[src/rtl/slot_alloc_ram.sv]
`default_nettype none

module slot_alloc_ram #(
  parameter int unsigned WIDTH = 8,
  parameter int unsigned DEPTH = 256
) (
  input  wire logic                     clk_i,
  input  wire logic                     we_i,
  input  wire logic [$clog2(DEPTH)-1:0] waddr_i,
  input  wire logic [WIDTH-1:0]         wdata_i,
  input  wire logic [$clog2(DEPTH)-1:0] raddr_i,
  output logic      [WIDTH-1:0]         rdata_o
);

  logic [WIDTH-1:0] mem [DEPTH];

  // One write port and one registered read port.
  always_ff @(posedge clk_i) begin
    if (we_i) begin
      mem[waddr_i] <= wdata_i;
    end
    rdata_o <= mem[raddr_i];
  end

endmodule

`default_nettype wire

[config.mk]
export PLATFORM = sky130hd
export DESIGN_NAME = slot_alloc_ram
export DESIGN_NICKNAME = d
export VERILOG_FILES = /design/src/rtl/slot_alloc_ram.sv
export SDC_FILE = /design/constraint.sdc
export NUM_CORES = 2
export LEC_CHECK = 0
export ABC_CLOCK_PERIOD_IN_PS = 2200
export BUFFER_PORTS_ARGS = -buffer_cell sky130_fd_sc_hd__buf_4
export CELL_PAD_IN_SITES_DETAIL_PLACEMENT = 1
export CELL_PAD_IN_SITES_GLOBAL_PLACEMENT = 1
export CORE_UTILIZATION = 30
export DETAILED_ROUTE_END_ITERATION = 12
export HOLD_SLACK_MARGIN = 0.05
export PLACE_DENSITY_LB_ADDON = 0.08
export SLEW_MARGIN = 30
export SYNTH_ARGS = -nofsm -noshare
export SYNTH_HDL_FRONTEND = slang
export SYNTH_SLANG_ARGS = --single-unit
[constraint.sdc]
create_clock -name clk_i -period 2.2 [get_ports clk_i]
set_clock_uncertainty 0.1 [all_clocks]
set_input_delay 0.22 -clock clk_i [delete_from_list [all_inputs] [get_ports clk_i]]
set_output_delay 0.22 -clock clk_i [all_outputs]
set_load 0.02 [all_outputs]
**Word level (Yosys, flattened, before mapping)**

Memories as Yosys holds them, arrays and structs flattened. A register that Yosys moved wholly into a read port is not among the register bits.
Index checks and enable logic that the tools add are counted.
Widths: inputs -> output; s select.

- Bits in registers: 0
- Bits in writable memories: 2,048
- Output and inout bits: 8
- Word-level logic and storage cells: 3
- Memories kept: 1

Memories:

| memory | depth | width | read ports | clocked after Yosys merged registers in | write ports | line | text |
|---|---|---|---|---|---|---|---|
| mem | 256 | 8 | 1 | 1 | 1 | 15 | `logic [WIDTH-1:0] mem [DEPTH];` |

- Mux-type cells: 2

Operator list:

| kind | count |
|---|---|
| $mux 1 | 2 |

**Longest topological paths before layout**

- Depth after elaboration: 2
- Mapped depth: 11

**Worst setup path before layout**

Ideal clock, no wire load.

- Path kind: input to register
- Start: input port raddr_i[0]
- End: register rdata_o[2], read port of mem
- Arrival: 2.027 ns
- Setup slack: -0.058 ns
- Cell stages on the path: 9
- Buffers on the path: 4
- Cell sequence: buf_6 -> buf_12 -> buf_8 -> buf_2 -> mux4_2 -> a22oi_1 -> a21oi_1 -> nor4_1 -> nor4_2

RTL lines:

| element | line | text |
|---|---|---|
| start: declaration | 11 | `input wire logic [$clog2(DEPTH)-1:0] raddr_i,` |
| end: declaration | 12 | `output logic [WIDTH-1:0] rdata_o` |

==> metrics.md <==
| Metric | Value |
|---|---|
| Yosys cell types | `55` |
| Clock Path Buffers | `3` |
| NetSw | `between 15 and 20 mW` |
| Worst r2r src | `mem[142][4]` |
| Clk pwr share | `0.438` |
| Required time of the critical path | `2.81 ns` |
| FF+latch count, synth | `2056` |
| Core ar. | `approximately 260000 um2` |
| Vias per Instance | `roughly 4.9` |
| Routed Antenna Nets | `0` |
| Hold slack | `0.1735 ns` |
| Failing checks | `negative setup slack` |
| Cells after Synth | `3733` |
| First-pass GRT wire length | `356000 um` |
| # Max-Cap Violations | `0` |
| Static Leak | `32.15 nW` |
| Io pins | `34` |
| TritonCTS clock tree | `built` |
| CTS Buf Count | `227` |
| Worst Setup Start Kind | `flop` |
| Kind of critical path | `reg -> reg` |
| Layout cells sized above 1 | `0.3657` |
| Leading area contributor after synthesis | `edfxtp_1` |
| FFs w/ async S/R, synth | `0` |
| Synth top cells by count | `edfxtp_1, mux4_2, nor2_1` |
| Pre-CTS WS | `-1.194 ns` |
| Worst setup EP type | `flop` |
| Synth top area cells | `edfxtp_1, mux4_2, mux2i_1` |
| Total GRT Usage | `0.1900` |
| Vias | `40960` |
| Relative slew margins | `0.5089` |
| WL/cell | `30.13 um` |
| Count leader, synth | `edfxtp_1` |
| Worst r2r path cells | `7` |
| Power Density | `872.5 nW/um2` |
| Reg2reg setup slack | `-0.17 ns` |
| Arr. time, crit path | `2.98 ns` |
| Crit path time final | `2.369 ns` |
| PortBufs | `33` |
| Area delta synth->final | `24.45%` |
| CTS H-tree depth | `4` |
| Synth Area in XOR/XNOR | `0` |
| Adder-Cell Fraction of Synth Area | `0` |
| RePlAce Congestion | `0.7910` |
| First-pass DRT Iterations | `5` |
| Number of synthesized flops with an enable pin | `2048` |
| Main combinational cell family by area after synthesis | `multiplexers` |
| Die area | `roughly 270000 um2` |
| Min-delay worst type | `in -> reg` |
| Rows | `188` |
| Synthesized area per cell | `21.31 um2` |
| Fin cells | `8369` |
| Antenna violations before repair | `19` |
| Synth Area in Simple Gates | `0.02628` |
| YS warnings | `0` |
| Period utilization | `1.077` |
| Syn nets | `3759` |
| Initial core utilization | `0.3025` |
| Synth top area share | `0.7730` |
| Gate power share | `0.061` |
| Switch share | `0.2221` |
| Placed cell count | `7925` |
| Compound-cell area share of the yosys netlist | `0.03419` |
| Total gr overflow | `0` |
| Sequential power share | `0.501` |
| Critical Path Start | `mem[142][4]` |
| CTS Sinks | `between 2000 and 2500` |
| Sequential fraction of the synthesis area | `0.7750` |
| Min setup slack post-route | `-0.1686 ns` |
| Clk slew on worst S/H paths | `0.06 ns` |
| DRT iter0 DRCs | `3232` |
| RSZ-0062 raised after global routing | `true` |
| Maximum number of pins on one net before global-route repair | `approximately 90` |
| Worst skew pair latency | `0.86 ns` |
| Chip height | `between 500 and 600 um` |
| CP max FO | `1` |
| Worst-margin pin slew | `0.7366 ns` |
| Number of global-route vias before repair | `44190` |
| Mux cell area share after synthesis | `0.1462` |
| Reg2reg end | `rdata_o[4]` |
| Chip width | `517.0 um` |
| # setup viols final | `8` |
| Synth Flop Type | `edfxtp_1` |
| Drt total wl | `between 200000 and 300000 um` |
| Filler Cell Count | `25510` |
| Fin. Hold Viols | `0` |
| Peak supply drop | `804.6 uV` |
| HPWL Detailed | `167100 um` |
| Mapped cell area | `~80000 um2` |
| Slew Limit Fails | `0` |
| Status | `finished, violations left` |
| Cell-internal power | `67.20 mW` |
| Clk root buf | `clkbuf_16` |
| Final nets | `between 4000 and 5000` |
| DRC errors left | `0` |
| Fmax | `between 400 and 500 MHz` |
| CP endpoint | `rdata_o[4]` |
| Finished Core Util | `0.3765` |
-- worst max-delay path, cell delays in order, from the launching register on --
cell and delay (ns):
edfxtp_1 0.37, mux4_2 0.52, mux4_2 0.54, nor2_2 0.11
a2111oi_1 0.07, nor3_2 0.24, buf_4 0.21, nor4_1 0.06
-- power groups by stage --
stage / clock (mW) / sequential, mW / combinational (mW)
floorplan: 0 / 44.1 / 2.11
global placement: 0 / 44.1 / 5.24
detailed placement: 0 / 44.1 / 5.28
CTS: 38.9 / 43.3 / 5.42
global route: 40.2 / 43.2 / 5.63
finish: 37.8 / 43.3 / 5.30
-- registers in the layout, indices dropped and copies added, names as in the netlist --
name,count
mem,2048
rdata_o,8
-- layout by cell type (no fill, tap or decap), drive strengths merged, types with 6 or more instances in the layout --
| cell type | count |
|---|---|
| o211ai | 10 |
| nand3 | 34 |
| nor3 | 22 |
| nor2b | 31 |
| mux4 | 456 |
| dlygate4sd3 | 18 |
| edfxtp | 2048 |
| nor2 | 282 |
| clkbuf | 291 |
| o221ai | 47 |
| dfxtp | 8 |
| nor4 | 27 |
| bufinv | 24 |
| a21oi | 96 |
| a22o | 8 |
| a221oi | 14 |
| mux2i | 134 |
| nand4 | 10 |
| buf | 908 |
| clkinv | 95 |
| o21ai | 12 |
| a22oi | 133 |
| a211oi | 16 |
| diode | 6 |
| and2 | 6 |
| inv | 9 |
| nand2b | 8 |
| nand2 | 33 |
| o22ai | 28 |
-- worst min-delay path by stage --
stage,start,depth (start not counted),end,slack [ns]
floorplan,wdata_i[0],0,mem[0][0],0.22
CTS,raddr_i[4],5,rdata_o[6],0.11
global route,raddr_i[4],5,rdata_o[6],0.12
finish,raddr_i[4],5,rdata_o[6],0.17
detailed placement,wdata_i[7],1,mem[206][7],0.52
global placement,wdata_i[7],1,mem[206][7],0.52
-- metal layers --
| layer | vias to the layer above | global-route usage | routed length (um) |
|---|---|---|---|
| met5 | - | 0 | 0 |
| met2 | 642 | 0.3173 | 123700 |
| li1 | 17610 | - | - |
| met4 | 0 | 0.04105 | 5128 |
| met3 | 299 | 0.02418 | 8239 |
| met1 | 22410 | 0.2643 | 115100 |
-- through the flow --
stage                     instance area, um2  setup TNS (ns)  power (mW)
final                                  99010         -0.8722       86.38
after global routing                   99000          -1.184       89.04
after CTS                              98830          -1.199       87.56
after detailed placement               90980          -8.382       49.38
after global placement                 90960          -9.483       49.34
after floorplan                        79600      -0.0009184       46.18
-- kinds of logic (layout without fill, tap and decap cells) --
logic type / count (synthesis) / in the layout
AO/OA/AOI/OAI: 385 / 385
buffers and inverters: 235 / 1350
flip-flops: 2056 / 2056
multiplexers: 591 / 591
other: 0 / 6
AND/OR/NAND/NOR: 466 / 466
-- area by class of cell --
cell class	count	area, um2	share of cell area
Antenna cell	6	15.01	0.0001516
Clock buffer	291	5942	0.06001
Clock inverter	131	1374	0.01388
Inverter	2	7.507	0.00007582
Multi-Input combinational cell	1442	17080	0.1725
Sequential cell	2056	61660	0.6228
Tap cell	3515	4398	0.04442
Timing Repair Buffer	926	8533	0.08619
-- timing repair --
| action | in CTS | in global routing |
|---|---|---|
| endpoints found under the setup margin | 8 | 8 |
| resized for setup | 65 | 28 |
| buffers inserted | 0 | 0 |
| hold endpoints to repair | 2043 | 0 |
| gates cloned | 0 | 0 |
| hold buffers | 18 | 0 |
| pin swaps | 24 | 19 |
(Power assumes the default switching activity.)
